File: src/rtl/cjrp_pkg.sv
`timescale 1ns / 1ps
`default_nettype none

package cjrp_pkg;

    // grammar limits
    localparam int MAX_KEYS  = 2;
    localparam int MAX_PAIRS = 4;

    localparam logic [4:0] ADDR_LEN  = 5'd2;
    localparam logic [4:0] LEASE_LEN = 5'd5;

    // cbor major types
    localparam logic [2:0] MAJOR_ARRAY = 3'd4;
    localparam logic [2:0] MAJOR_MAP   = 3'd5;

    // cose key labels
    localparam logic [7:0] LBL_KTY     = 8'h01;
    localparam logic [7:0] LBL_KID     = 8'h02;
    localparam logic [7:0] LBL_ALG     = 8'h03;
    localparam logic [7:0] LBL_KEY_OPS = 8'h04;
    localparam logic [7:0] LBL_BASE_IV = 8'h05;
    localparam logic [7:0] LBL_K       = 8'h20;

    // byte roles
    localparam logic [2:0] ROLE_STRUCT = 3'd0;
    localparam logic [2:0] ROLE_KTY    = 3'd1;
    localparam logic [2:0] ROLE_KID    = 3'd2;
    localparam logic [2:0] ROLE_KEY    = 3'd3;
    localparam logic [2:0] ROLE_ADDR   = 3'd4;
    localparam logic [2:0] ROLE_LEASE  = 3'd5;
    localparam logic [2:0] ROLE_SKIP   = 3'd6;
    localparam logic [2:0] ROLE_ERR    = 3'd7;

    typedef enum logic [15:0] {
        PH_TOP       = 16'h0001,
        PH_KEYSET    = 16'h0002,
        PH_MAP       = 16'h0004,
        PH_LABEL     = 16'h0008,
        PH_KTY       = 16'h0010,
        PH_KIDLEN    = 16'h0020,
        PH_KLEN      = 16'h0040,
        PH_SKIPLEN   = 16'h0080,
        PH_KIDDATA   = 16'h0100,
        PH_KDATA     = 16'h0200,
        PH_SKIPDATA  = 16'h0400,
        PH_ADDRHDR   = 16'h0800,
        PH_ADDRLEN   = 16'h1000,
        PH_ADDRDATA  = 16'h2000,
        PH_LEASELEN  = 16'h4000,
        PH_LEASEDATA = 16'h8000
    } phase_t;

    typedef struct packed {
        phase_t     phase;
        logic [1:0] top_items;
        logic [4:0] keys_left;
        logic [4:0] pairs_left;
        logic [4:0] field_left;
        logic [4:0] key_number;
        logic [4:0] field_offset;
        logic [1:0] addr_items;
        logic       failed;
    } parse_state_t;

    localparam parse_state_t STATE_RESET = '{
        phase:        PH_TOP,
        top_items:    2'd0,
        keys_left:    5'd0,
        pairs_left:   5'd0,
        field_left:   5'd0,
        key_number:   5'd0,
        field_offset: 5'd0,
        addr_items:   2'd0,
        failed:       1'b0
    };

    typedef struct packed {
        logic [7:0] in_byte;
        logic       in_last;
    } in_beat_t;

    typedef struct packed {
        logic [2:0] out_role;
        logic [4:0] out_key_index;
        logic [4:0] out_offset;
        logic       out_done;
        logic       out_status;
    } out_beat_t;

endpackage

`default_nettype wire

File: src/rtl/cjrp_step.sv
`timescale 1ns / 1ps
`default_nettype none

module cjrp_step #(
    parameter int MAX_KEYS  = cjrp_pkg::MAX_KEYS,
    parameter int MAX_PAIRS = cjrp_pkg::MAX_PAIRS
) (
    input  cjrp_pkg::parse_state_t cur,
    input  cjrp_pkg::in_beat_t     beat,
    output cjrp_pkg::parse_state_t nxt,
    output cjrp_pkg::out_beat_t    result
);
    import cjrp_pkg::*;

    function automatic parse_state_t finish_pair(parse_state_t s);
        parse_state_t r;
        r = s;
        r.pairs_left = s.pairs_left - 5'd1;
        if (r.pairs_left != 5'd0) begin
            r.phase = PH_LABEL;
        end
        else begin
            r.keys_left  = s.keys_left - 5'd1;
            r.key_number = s.key_number + 5'd1;
            if (r.keys_left != 5'd0) begin
                r.phase = PH_MAP;
            end
            else if (s.top_items == 2'd2) begin
                r.phase = PH_ADDRHDR;
            end
            else begin
                r.phase = PH_TOP;
            end
        end
        return r;
    endfunction

    function automatic parse_state_t start_field(parse_state_t s, logic [4:0] len,
                                                 phase_t data_phase);
        parse_state_t r;
        r = s;
        r.field_left   = len;
        r.field_offset = 5'd0;
        if (len == 5'd0) begin
            r = finish_pair(r);
        end
        else begin
            r.phase = data_phase;
        end
        return r;
    endfunction

    logic [2:0]   major;
    logic [4:0]   ai;
    logic         bad;
    logic [2:0]   role;
    logic [4:0]   kidx;
    logic [4:0]   off;
    logic         complete_cur;
    logic         complete_nxt;
    parse_state_t work;

    assign major        = beat.in_byte[7:5];
    assign ai           = beat.in_byte[4:0];
    assign complete_cur = (cur.phase == PH_TOP) && (cur.top_items != 2'd0);

    always_comb
    begin
        work = cur;
        bad  = 1'b0;
        role = ROLE_STRUCT;
        kidx = 5'd0;
        off  = 5'd0;
        if (cur.failed || complete_cur) begin
            bad = 1'b1;
        end
        else begin
            case (cur.phase)
                PH_TOP:
                begin
                    if (major != MAJOR_ARRAY || ai == 5'd0 || ai > 5'd2) begin
                        bad = 1'b1;
                    end
                    else begin
                        work.top_items = ai[1:0];
                        work.phase     = PH_KEYSET;
                    end
                end
                PH_KEYSET:
                begin
                    if (major != MAJOR_ARRAY || ai == 5'd0 || ai > 5'(MAX_KEYS)) begin
                        bad = 1'b1;
                    end
                    else begin
                        work.keys_left  = ai;
                        work.key_number = 5'd0;
                        work.phase      = PH_MAP;
                    end
                end
                PH_MAP:
                begin
                    kidx = cur.key_number;
                    if (major != MAJOR_MAP || ai == 5'd0 || ai > 5'(MAX_PAIRS)) begin
                        bad = 1'b1;
                    end
                    else begin
                        work.pairs_left = ai;
                        work.phase      = PH_LABEL;
                    end
                end
                PH_LABEL:
                begin
                    kidx = cur.key_number;
                    case (beat.in_byte)
                        LBL_KTY: work.phase = PH_KTY;
                        LBL_KID: work.phase = PH_KIDLEN;
                        LBL_ALG:
                        begin
                            // alg carries one value byte with no length byte
                            work.field_left   = 5'd1;
                            work.field_offset = 5'd0;
                            work.phase        = PH_SKIPDATA;
                        end
                        LBL_KEY_OPS: work.phase = PH_SKIPLEN;
                        LBL_BASE_IV: work.phase = PH_SKIPLEN;
                        LBL_K:       work.phase = PH_KLEN;
                        default:     bad = 1'b1;
                    endcase
                end
                PH_KTY:
                begin
                    role = ROLE_KTY;
                    kidx = cur.key_number;
                    work = finish_pair(cur);
                end
                PH_KIDLEN:
                begin
                    kidx = cur.key_number;
                    work = start_field(cur, ai, PH_KIDDATA);
                end
                PH_KLEN:
                begin
                    kidx = cur.key_number;
                    work = start_field(cur, ai, PH_KDATA);
                end
                PH_SKIPLEN:
                begin
                    kidx = cur.key_number;
                    work = start_field(cur, ai, PH_SKIPDATA);
                end
                PH_KIDDATA, PH_KDATA, PH_SKIPDATA:
                begin
                    role = (cur.phase == PH_KIDDATA) ? ROLE_KID :
                           (cur.phase == PH_KDATA)   ? ROLE_KEY : ROLE_SKIP;
                    kidx = cur.key_number;
                    off  = cur.field_offset;
                    work.field_offset = cur.field_offset + 5'd1;
                    work.field_left   = cur.field_left - 5'd1;
                    if (work.field_left == 5'd0) begin
                        work = finish_pair(work);
                    end
                end
                PH_ADDRHDR:
                begin
                    if (major != MAJOR_ARRAY || ai == 5'd0 || ai > 5'd2) begin
                        bad = 1'b1;
                    end
                    else begin
                        work.addr_items = ai[1:0];
                        work.phase      = PH_ADDRLEN;
                    end
                end
                PH_ADDRLEN:
                begin
                    if (ai != ADDR_LEN) begin
                        bad = 1'b1;
                    end
                    else begin
                        work.field_left   = ADDR_LEN;
                        work.field_offset = 5'd0;
                        work.phase        = PH_ADDRDATA;
                    end
                end
                PH_ADDRDATA:
                begin
                    role = ROLE_ADDR;
                    off  = cur.field_offset;
                    work.field_offset = cur.field_offset + 5'd1;
                    work.field_left   = cur.field_left - 5'd1;
                    if (work.field_left == 5'd0) begin
                        work.phase = (cur.addr_items == 2'd2) ? PH_LEASELEN : PH_TOP;
                    end
                end
                PH_LEASELEN:
                begin
                    if (ai != LEASE_LEN) begin
                        bad = 1'b1;
                    end
                    else begin
                        work.field_left   = LEASE_LEN;
                        work.field_offset = 5'd0;
                        work.phase        = PH_LEASEDATA;
                    end
                end
                PH_LEASEDATA:
                begin
                    role = ROLE_LEASE;
                    off  = cur.field_offset;
                    work.field_offset = cur.field_offset + 5'd1;
                    work.field_left   = cur.field_left - 5'd1;
                    if (work.field_left == 5'd0) begin
                        work.phase = PH_TOP;
                    end
                end
                default:
                begin
                    bad = 1'b1;
                end
            endcase
        end

        if (bad) begin
            work.failed = 1'b1;
            role        = ROLE_ERR;
            kidx        = 5'd0;
            off         = 5'd0;
        end
    end

    assign complete_nxt = (work.phase == PH_TOP) && (work.top_items != 2'd0);

    // message end puts the parser back to its reset state
    assign nxt = beat.in_last ? STATE_RESET : work;

    assign result.out_role      = role;
    assign result.out_key_index = kidx;
    assign result.out_offset    = off;
    assign result.out_done      = beat.in_last;
    assign result.out_status    = beat.in_last & (work.failed | ~complete_nxt);

endmodule

`default_nettype wire

File: src/rtl/cbor_join_response_parser_core.sv
// channel | handshake               | payload                      | beat
// --------+-------------------------+------------------------------+---------------------
// in      | in_valid / in_ready     | in_beat  (in_byte, in_last)  | one message byte
// out     | out_valid / out_ready   | out_beat (role, key index,   | one tag per in byte
//         |                         |   offset, done, status)      |
//
// one result beat per input beat, one beat per cycle sustained while out_ready stays high
// a byte passes through the input register, then the parse step into the result register
// the parse state advances by one combinational step per byte, which sets the rate
// rst_n clears both valid flags and the parse state; payload registers are not reset
// a stalled output holds its beat and backs up into the input register

`timescale 1ns / 1ps
`default_nettype none

module cbor_join_response_parser_core #(
    parameter int MAX_KEYS  = cjrp_pkg::MAX_KEYS,
    parameter int MAX_PAIRS = cjrp_pkg::MAX_PAIRS
) (
    input  wire                 clk,
    input  wire                 rst_n,
    input  wire                 in_valid,
    output logic                in_ready,
    input  cjrp_pkg::in_beat_t  in_beat,
    output logic                out_valid,
    input  wire                 out_ready,
    output cjrp_pkg::out_beat_t out_beat
);
    import cjrp_pkg::*;

    logic         in_valid_reg;
    logic         in_valid_next;
    in_beat_t     in_beat_reg;
    parse_state_t state_reg;
    parse_state_t state_next;
    logic         out_valid_reg;
    logic         out_valid_next;
    out_beat_t    out_beat_reg;
    out_beat_t    step_result;
    logic         advance;

    cjrp_step #(
        .MAX_KEYS  (MAX_KEYS),
        .MAX_PAIRS (MAX_PAIRS)
    ) u_step (
        .cur    (state_reg),
        .beat   (in_beat_reg),
        .nxt    (state_next),
        .result (step_result)
    );

    // a beat moves into the result register when that register is free or draining
    assign advance        = in_valid_reg && (!out_valid_reg || out_ready);
    assign in_ready       = !in_valid_reg || advance;
    assign in_valid_next  = (in_valid && in_ready) || (in_valid_reg && !advance);
    assign out_valid_next = advance || (out_valid_reg && !out_ready);

    always_ff @(posedge clk or negedge rst_n)
    begin
        if (!rst_n) begin
            in_valid_reg  <= 1'b0;
            out_valid_reg <= 1'b0;
            state_reg     <= STATE_RESET;
        end
        else begin
            in_valid_reg  <= in_valid_next;
            out_valid_reg <= out_valid_next;
            if (advance) begin
                state_reg <= state_next;
            end
        end
    end

    always_ff @(posedge clk)
    begin
        if (in_valid && in_ready) begin
            in_beat_reg <= in_beat;
        end
        if (advance) begin
            out_beat_reg <= step_result;
        end
    end

    assign out_valid = out_valid_reg;
    assign out_beat  = out_beat_reg;

    // the last byte of a message leaves a clean parser behind
    assert property (@(posedge clk) disable iff (!rst_n)
        advance && in_beat_reg.in_last |=> state_reg.phase == PH_TOP && !state_reg.failed)
        else $error("parser state not cleared after last byte");

    // once failed, every further byte is tagged as an error
    assert property (@(posedge clk) disable iff (!rst_n)
        advance && state_reg.failed |=> out_beat_reg.out_role == ROLE_ERR)
        else $error("byte after failure not tagged as error");

    // an error-tagged last byte can never report success
    assert property (@(posedge clk) disable iff (!rst_n)
        out_valid_reg && out_beat_reg.out_done && out_beat_reg.out_role == ROLE_ERR
        |-> out_beat_reg.out_status)
        else $error("error byte reported success");

    // status is only meaningful on the done beat
    assert property (@(posedge clk) disable iff (!rst_n)
        out_valid_reg && !out_beat_reg.out_done |-> !out_beat_reg.out_status)
        else $error("status set without done");

endmodule

`default_nettype wire
File: config.mk
export PLATFORM = sky130hd
export DESIGN_NAME = cbor_join_response_parser_core
export DESIGN_NICKNAME = d
export VERILOG_FILES = /design/src/rtl/cjrp_pkg.sv /design/src/rtl/cjrp_step.sv /design/src/rtl/cbor_join_response_parser_core.sv
export SDC_FILE = /design/constraint.sdc
export NUM_CORES = 1
export LEC_CHECK = 0
export BUFFER_PORTS_ARGS = -buffer_cell sky130_fd_sc_hd__buf_2
export CORE_MARGIN = 5
export CORE_UTILIZATION = 32
export DETAILED_ROUTE_END_ITERATION = 10
export GPL_TIMING_DRIVEN = 0
export PLACE_DENSITY_LB_ADDON = 0.1
export SYNTH_ARGS = -nofsm -noshare
export SYNTH_HDL_FRONTEND = slang
export SYNTH_HIERARCHICAL = 1
export SYNTH_SLANG_ARGS = --single-unit
export TNS_END_PERCENT = 10
File: constraint.sdc
create_clock -name clk -period 7.7 [get_ports clk]
set_clock_uncertainty 0.15 [all_clocks]
set_input_delay 1.155 -clock clk [delete_from_list [all_inputs] [get_ports clk]]
set_output_delay 1.155 -clock clk [all_outputs]
set_load 0.02 [all_outputs]
==> impl_metrics.csv, run 1 <==
group,metric,value,unit
run_status,status,"complete, no violations",
logic_synthesis,synth_top_area_share,21.5,%
clock_tree,clock-sinks,72,
worst_setup_path,crit_type,"reg -> reg",
logic_synthesis,synth_async_sr_flop_share,66.7,%
clock_tree,ctsHoldBuffers,0,
timing,rsz0062_at_grt,"no",
min_path,whs_path_depth,1,
floorplan,die_h,141,µm
clock_tree,cts_tree,"yes",
timing,relSlewSlack,20.7,%
worst_setup_path,slowest_stage,"nor3_1",
grt,grt_pass1_vias,4677,
placement,dp_hpwl,13.3,mm
logic_synthesis,synth.net_count,617,
logic_synthesis,yosysWarnings,6,
finish,diodes,0,
clock_tree,path_clk_slew,60,ps
grt,grt_overflow,0,
grt,grt_pass1_wl,27.2,mm
clock_tree,cts_buffers,9,
placement,place_congestion,0.910,
detailed_routing,drtPass1Iterations,5,
worst_setup_path,crit_buf_inv,2,
logic_synthesis,ys_seq_area_share,35.1,%
clock_tree,insertion_delay,350,ps
timing,setup_viol,0,
placement,port_buffers,29,
detailed_routing,drt_iter0_drc,624,
timing,period_minus_slack,4650,ps
detailed_routing,vias,5025,
clock_tree,post-cts-setup-buffer-count,0,
worst_setup_path,path_delay_family,"simple AND/OR/NAND/NOR gates",
grt,antenna_found_initial,0,
logic_synthesis,synth_edf_count,24,
worst_setup_path,path_cells,"clkbuf_1 > nor4_2 > nand3_1 > nor3_1 > a221oi_1 > buf_2 > nor2_1 > o21ai_0 > a21oi_1 > mux2_4",
floorplan,die_w,141,µm
detailed_routing,drcViolationCount,0,
logic_synthesis,ys_seq_elements,72,
placement,place_inst,845,
clock_tree,clockRootBuffer,"clkbuf_16",
min_path,hold_class,"reg -> reg",
worst_setup_path,critPathMaxStageDelay,1040,ps
finish,syn_to_final_growth,13.5,%
detailed_routing,dr_wl_met3,980,µm
worst_setup_path,cp-start-kind,"flip-flop",
logic_synthesis,yosysTopAreaCell,"dfrtp_1",
finish,stdcell_count,862,
finish,drive_gt1_share,20.1,%
detailed_routing,vias_per_cell,5.83,
worst_setup_path,crit_cells,10,
worst_setup_path,crit_fanout,10,
timing,hold_viol,0,
logic_synthesis,synth_area_leaders,"dfrtp_1, edfxtp_1, mux2_4",
run,maxCapViolCount,0,
logic_synthesis,yosysMostFrequentCell,"nand2_1",
floorplan,core,16700,µm²
floorplan,core.rowCount,47,
logic_synthesis,ys_top_cells_by_count,"nand2_1, nor2_1, dfrtp_1, a21oi_1, mux2_4",
grt,grtUsageTotal,17.8,%
detailed_routing,drtAntennaViolNets,0,
timing,fmax,215,MHz
power_and_ir_drop,ir_drop,0.000109,V
power_and_ir_drop,p_leak,2.46,nW
worst_setup_path,required,7840,ps
clock_tree,cts_max_level,3,
finish,largest_reg_flops,46,
timing,finalMaxSlewViolations,0,
logic_synthesis,synth_cells,596,
logic_synthesis,synth-main-ff-cell,"dfrtp_1",
logic_synthesis,syn_area_per_cell,9.19,µm²
worst_setup_path,cp_data_arrival_time,4790,ps
clock_tree,cts_resized,0,
timing,fin_setup_tns,0,ps
worst_setup_path,reg2regPathDepth,10,
detailed_routing,top_layer_used,"met4",
floorplan,die-area,19800,µm²
clock_tree,cts_buffer_depth,2,
finish,fin_nets,658,
power_and_ir_drop,power_per_cell_area,158,nW/µm²
worst_setup_path,crit_path_end_kind,"flip-flop",
finish,fillers,1743,
grt,grt_max_degree,49,
detailed_routing,routed_wl,17.8,mm
detailed_routing,wl_met1,8.45,mm
detailed_routing,met2_length,7.94,mm
logic_synthesis,synth_cell_type_count,76,
timing,tightestPinTransition,1180,ps
power_and_ir_drop,p_total,0.983,mW
floorplan,start_util,32.8,%
detailed_routing,wl_per_cell,20.7,µm
floorplan,io_pins,30,
logic_synthesis,syn_area,5480,µm²
timing,post-route-period-util,60.4,%
cell type report:
class | count | area (µm²) | share of cell area, %
well taps | 220 | 275 | 4.43
multi-input cells | 475 | 3320 | 53.4
plain buffers | 37 | 196 | 3.16
inverters | 12 | 45.0 | 0.725
clock inverters | 5 | 36.3 | 0.584
flip-flops and latches | 72 | 1920 | 30.9
repair buffers | 30 | 165 | 2.66
clock buffers | 11 | 254 | 4.09
worst reg2reg max path, delay by kind of cell (launching register included):
kind,cells,cell delay (ps)
simple gates,4,2450
compound gates,3,860
buf+inv,2,580
flops,1,370
mux,1,190
layer usage:
layer  up-vias  global-route usage [%]
li1       2365                       -
met3        35                    3.32
met4         0                    7.29
met5         -                       0
met1      2466                    24.7
met2       159                    27.2
worst paths after layout:
kind | endpoint | startpoint | slack, ps
min in group asynchronous | state_reg[35]$_DFFE_PN0P_ | rst_n | 570
max in group asynchronous | state_reg[33]$_DFFE_PN0P_ | rst_n | 6280
max | state_reg[26]$_DFFE_PN0P_ | state_reg[37]$_DFFE_PN0P_ | 3050
min reg2reg | state_reg[39]$_DFFE_PN0P_ | state_reg[39]$_DFFE_PN0P_ | 350
max reg2reg | state_reg[26]$_DFFE_PN0P_ | state_reg[37]$_DFFE_PN0P_ | 3050
min | state_reg[39]$_DFFE_PN0P_ | state_reg[39]$_DFFE_PN0P_ | 350
power by group:
part / total (mW) / leakage (nW) / switching, mW / internal, mW
Combinational: 0.151 / 1.43 / 0.106 / 0.0451
Clock: 0.416 / 0.142 / 0.176 / 0.239
Sequential: 0.416 / 0.886 / 0.00765 / 0.408
Total: 0.983 / 2.46 / 0.290 / 0.693
cells in the final DEF, fill, tap and decap left out, types with 4 or more instances in the layout:
cell type | synthesis | final
nand2_1 | 55 | 55
nor2_1 | 49 | 49
dfrtp_1 | 47 | 47
a21oi_1 | 43 | 43
buf_2 | 10 | 39
mux2_4 | 29 | 29
nor3_1 | 28 | 28
o21ai_0 | 28 | 28
edfxtp_1 | 24 | 24
clkbuf_1 | 17 | 18
mux2_2 | 17 | 17
nand4_1 | 14 | 14
inv_1 | 12 | 12
nand3_1 | 12 | 12
nand2b_1 | 11 | 11
and2_1 | 11 | 11
clkbuf_16 | 0 | 10
nor4_1 | 11 | 10
and3_1 | 10 | 10
nor2b_1 | 9 | 9
or4_1 | 9 | 9
and4_1 | 8 | 8
ha_1 | 8 | 8
nor4b_1 | 7 | 7
xor2_1 | 6 | 6
o31ai_1 | 6 | 6
buf_6 | 5 | 5
xnor2_1 | 5 | 5
or3_1 | 5 | 5
a31oi_1 | 5 | 5
a211oi_1 | 5 | 5
a2111oi_0 | 5 | 5
nand3b_1 | 4 | 4
nor4_2 | 3 | 4
or4b_2 | 4 | 4
logic make-up after synthesis:
family,after synthesis,share of synthesized area [%]
multiplexers,48,11.8
AO/OA/AOI/OAI,143,18.1
adder cells (fa/ha/maj),8,1.83
AND/OR/NAND/NOR,265,27.0
XOR/XNOR,11,1.76
flip-flops,72,35.1
buffers and inverters,49,4.41
metrics by stage:
| stage | utilization, % | setup WS (ps) | area (µm²) | hold slack, ps |
|---|---|---|---|---|
| CTS | 37.1 | 3110 | 6190 | 356 |
| global route | 37.2 | 2710 | 6220 | 372 |
| detailed placement | 35.3 | 3150 | 5900 | 340 |
| floorplan | - | 4260 | 5480 | 305 |
| global placement | 35.3 | 3090 | 5900 | 327 |
| finish | 37.2 | 3050 | 6220 | 352 |
(Power assumes the default switching activity.)
==> run 2: changes to the inputs <==
clock period = 4.1 ns   (was 7.7 ns; I/O delays follow)
==> run 2 against run 1 <==
Compared with the run above: sequential share of layout area is 0.37 points lower; largest cell class unchanged; via count up 0.40%; setup slack worse by 3000 ps; combinational power grew 90%; largest power group unchanged; total power rose by 88%; cell count unchanged; hold slack worse by 320 ps; clock power rose by 88%.
==> impl_metrics.csv, run 2 (synthesis results as in run 1) <==
group,metric,value,unit
run_status,status,"complete, no violations",
detailed_routing,vias,5045,
finish,final_common_cell,"nand2_1",
worst_setup_path,reg2regPathDepth,10,
floorplan,start_util,32.8,%
floorplan,core,16700,µm²
floorplan,die_w,141,µm
clock_tree,cts_max_level,3,
worst_setup_path,crit_path_end_kind,"flip-flop",
clock_tree,insertion_delay,350,ps
worst_setup_path,r2r-start,"state_reg[41]$_DFFE_PN0P_",
power_and_ir_drop,combPwrFrac,15.5,%
grt,grt_pass1_vias,4677,
worst_setup_path,critPathMaxStageDelay,550,ps
worst_setup_path,timing.critical_path.from,"state_reg[41]$_DFFE_PN0P_",
grt,grtUsageTotal,17.8,%
grt,grt_pass1_wl,27.4,mm
clock_tree,path_clk_slew,60,ps
detailed_routing,routed_wl,17.8,mm
power_and_ir_drop,seqPwrFrac,42.3,%
grt,antenna_found_initial,0,
floorplan,io_pins,30,
worst_setup_path,required,4230,ps
power_and_ir_drop,ir_drop,0.000204,V
detailed_routing,wl_met1,8.38,mm
placement,port_buffers,29,
clock_tree,clockRootBuffer,"clkbuf_16",
worst_setup_path,crit_fanout,10,
detailed_routing,drtPass1Iterations,5,
detailed_routing,dr_wl_met3,1.01,mm
timing,fin_setup_tns,0,ps
grt,grt_overflow,0,
finish,syn_to_final_growth,14.8,%
clock_tree,cts_buffers,9,
power_and_ir_drop,p_leak,2.49,nW
worst_setup_path,crit_type,"reg -> reg",
timing,tightestPinTransition,962,ps
detailed_routing,wl_per_cell,20.7,µm
floorplan,core.rowCount,47,
detailed_routing,drcViolationCount,0,
finish,diodes,0,
floorplan,die_h,141,µm
worst_setup_path,slowest_stage,"a2111oi_0",
power_and_ir_drop,sw_frac_of_total,29.6,%
placement,dp_hpwl,13.3,mm
power_and_ir_drop,clockPowerShare,42.2,%
power_and_ir_drop,netSwitchingPower,0.547,mW
detailed_routing,met2_length,7.99,mm
clock_tree,cts_buffer_depth,2,
min_path,hold_class,"in -> async",
finish,largest_reg_flops,46,
clock_tree,clock-sinks,72,
clock_tree,cts_tree,"yes",
timing,hold_viol,0,
finish,area.sequential,1920,µm²
detailed_routing,drtAntennaViolNets,0,
floorplan,die-area,19800,µm²
finish,final_cell_mix,"nand2_1, nor2_1, dfrtp_1, a21oi_1, buf_2",
detailed_routing,vias_per_cell,5.85,
timing,fmax,245,MHz
timing,hold_ws,33.2,ps
timing,setup_viol,0,
detailed_routing,drt_iter0_drc,512,
run,maxCapViolCount,0,
timing,finalMaxSlewViolations,0,
clock_tree,post-cts-setup-buffer-count,0,
timing,relSlewSlack,35.0,%
power_and_ir_drop,internal-power,1.30,mW
timing,rsz0062_at_grt,"no",
timing,period_minus_slack,4080,ps
finish,drive_gt1_share,21.3,%
worst_setup_path,cp_data_arrival_time,4210,ps
detailed_routing,top_layer_used,"met4",
worst_setup_path,rrSetupSlack,20,ps
worst_setup_path,cp_common_cell,"clkbuf_1",
power_and_ir_drop,power_per_cell_area,294,nW/µm²
grt,grt_max_degree,49,
worst_setup_path,path_cells,"clkbuf_1 > or4_1 > clkbuf_1 > or4_4 > nor2_1 > nor3_1 > a2111oi_0 > o21ai_0 > nand2b_1 > mux2_4",
finish,multi_input_area,3390,µm²
worst_setup_path,cp-start-kind,"flip-flop",
finish,fin_nets,658,
finish,fillers,1732,
placement,place_congestion,0.910,
worst_setup_path,timing.rr.end,"state_reg[30]$_DFFE_PN1P_",
timing,post-route-period-util,99.5,%
run 2: timing repair:
action                                 4_1_cts  5_1_grt
gates cloned                                 0        0
hold buffers                                 0        0
setup endpoints to repair                   48       16
endpoints found under the hold margin        0        0
gates resized for setup                      6        8
run 2: worst max path at each step:
| stage | cells past startpoint | slack [ps] | end |
|---|---|---|---|
| 2_1_floorplan | 11 | 660 | state_reg[44]$_DFFE_PN0P_ |
| 4_1_cts | 10 | 70 | state_reg[44]$_DFFE_PN0P_ |
| 5_1_grt | 9 | 4 | state_reg[23]$_DFFE_PN0P_ |
| 3_3_place_gp | 9 | -510 | state_reg[8]$_DFFE_PN0P_ |
| 6_report | 10 | 20 | state_reg[30]$_DFFE_PN1P_ |
| 3_5_place_dp | 9 | -450 | state_reg[30]$_DFFE_PN1P_ |
run 2: critical path, delay by kind of cell (launching register included):
| family | cells | cell delay, ps |
|---|---|---|
| AND/OR/NAND/NOR | 5 | 1860 |
| AO/OA/AOI/OAI | 2 | 870 |
| buffers and inverters | 2 | 470 |
| flip-flops | 1 | 380 |
| multiplexers | 1 | 280 |
run 2: per-layer routing:
metal	global-route usage, %	vias up
met5	0	-
met4	7.09	0
met3	3.22	36
met2	27.3	156
met1	24.9	2485
li1	-	2368
run 2: metrics by stage:
stage / instances / utilization [%] / cell area (µm²) / setup WS (ps) / power (mW)
finish: 862 / 37.7 / 6290 / 22.3 / 1.85
global route: 862 / 37.7 / 6290 / 4.23 / 1.92
CTS: 861 / 37.3 / 6230 / 67.6 / 1.87
detailed placement: 845 / 35.3 / 5900 / -451 / 1.07
global placement: 845 / 35.3 / 5900 / -512 / 1.07
floorplan: 596 / - / 5480 / 656 / 0.968
run 2: cell type report:
cell class	instances	area share, %
well taps	220	4.38
flip-flops and latches	72	30.6
clock inverters	5	0.577
plain buffers	37	3.14
inverters	12	0.716
repair buffers	30	2.63
clock buffers	11	4.04
multi-input cells	475	54.0
run 2: power by group through the flow:
stage / registers, mW / clock network, mW / logic (mW)
floorplan: 0.803 / 0 / 0.165
global placement: 0.795 / 0 / 0.279
detailed placement: 0.795 / 0 / 0.279
CTS: 0.782 / 0.806 / 0.281
global route: 0.784 / 0.835 / 0.304
finish: 0.782 / 0.781 / 0.287
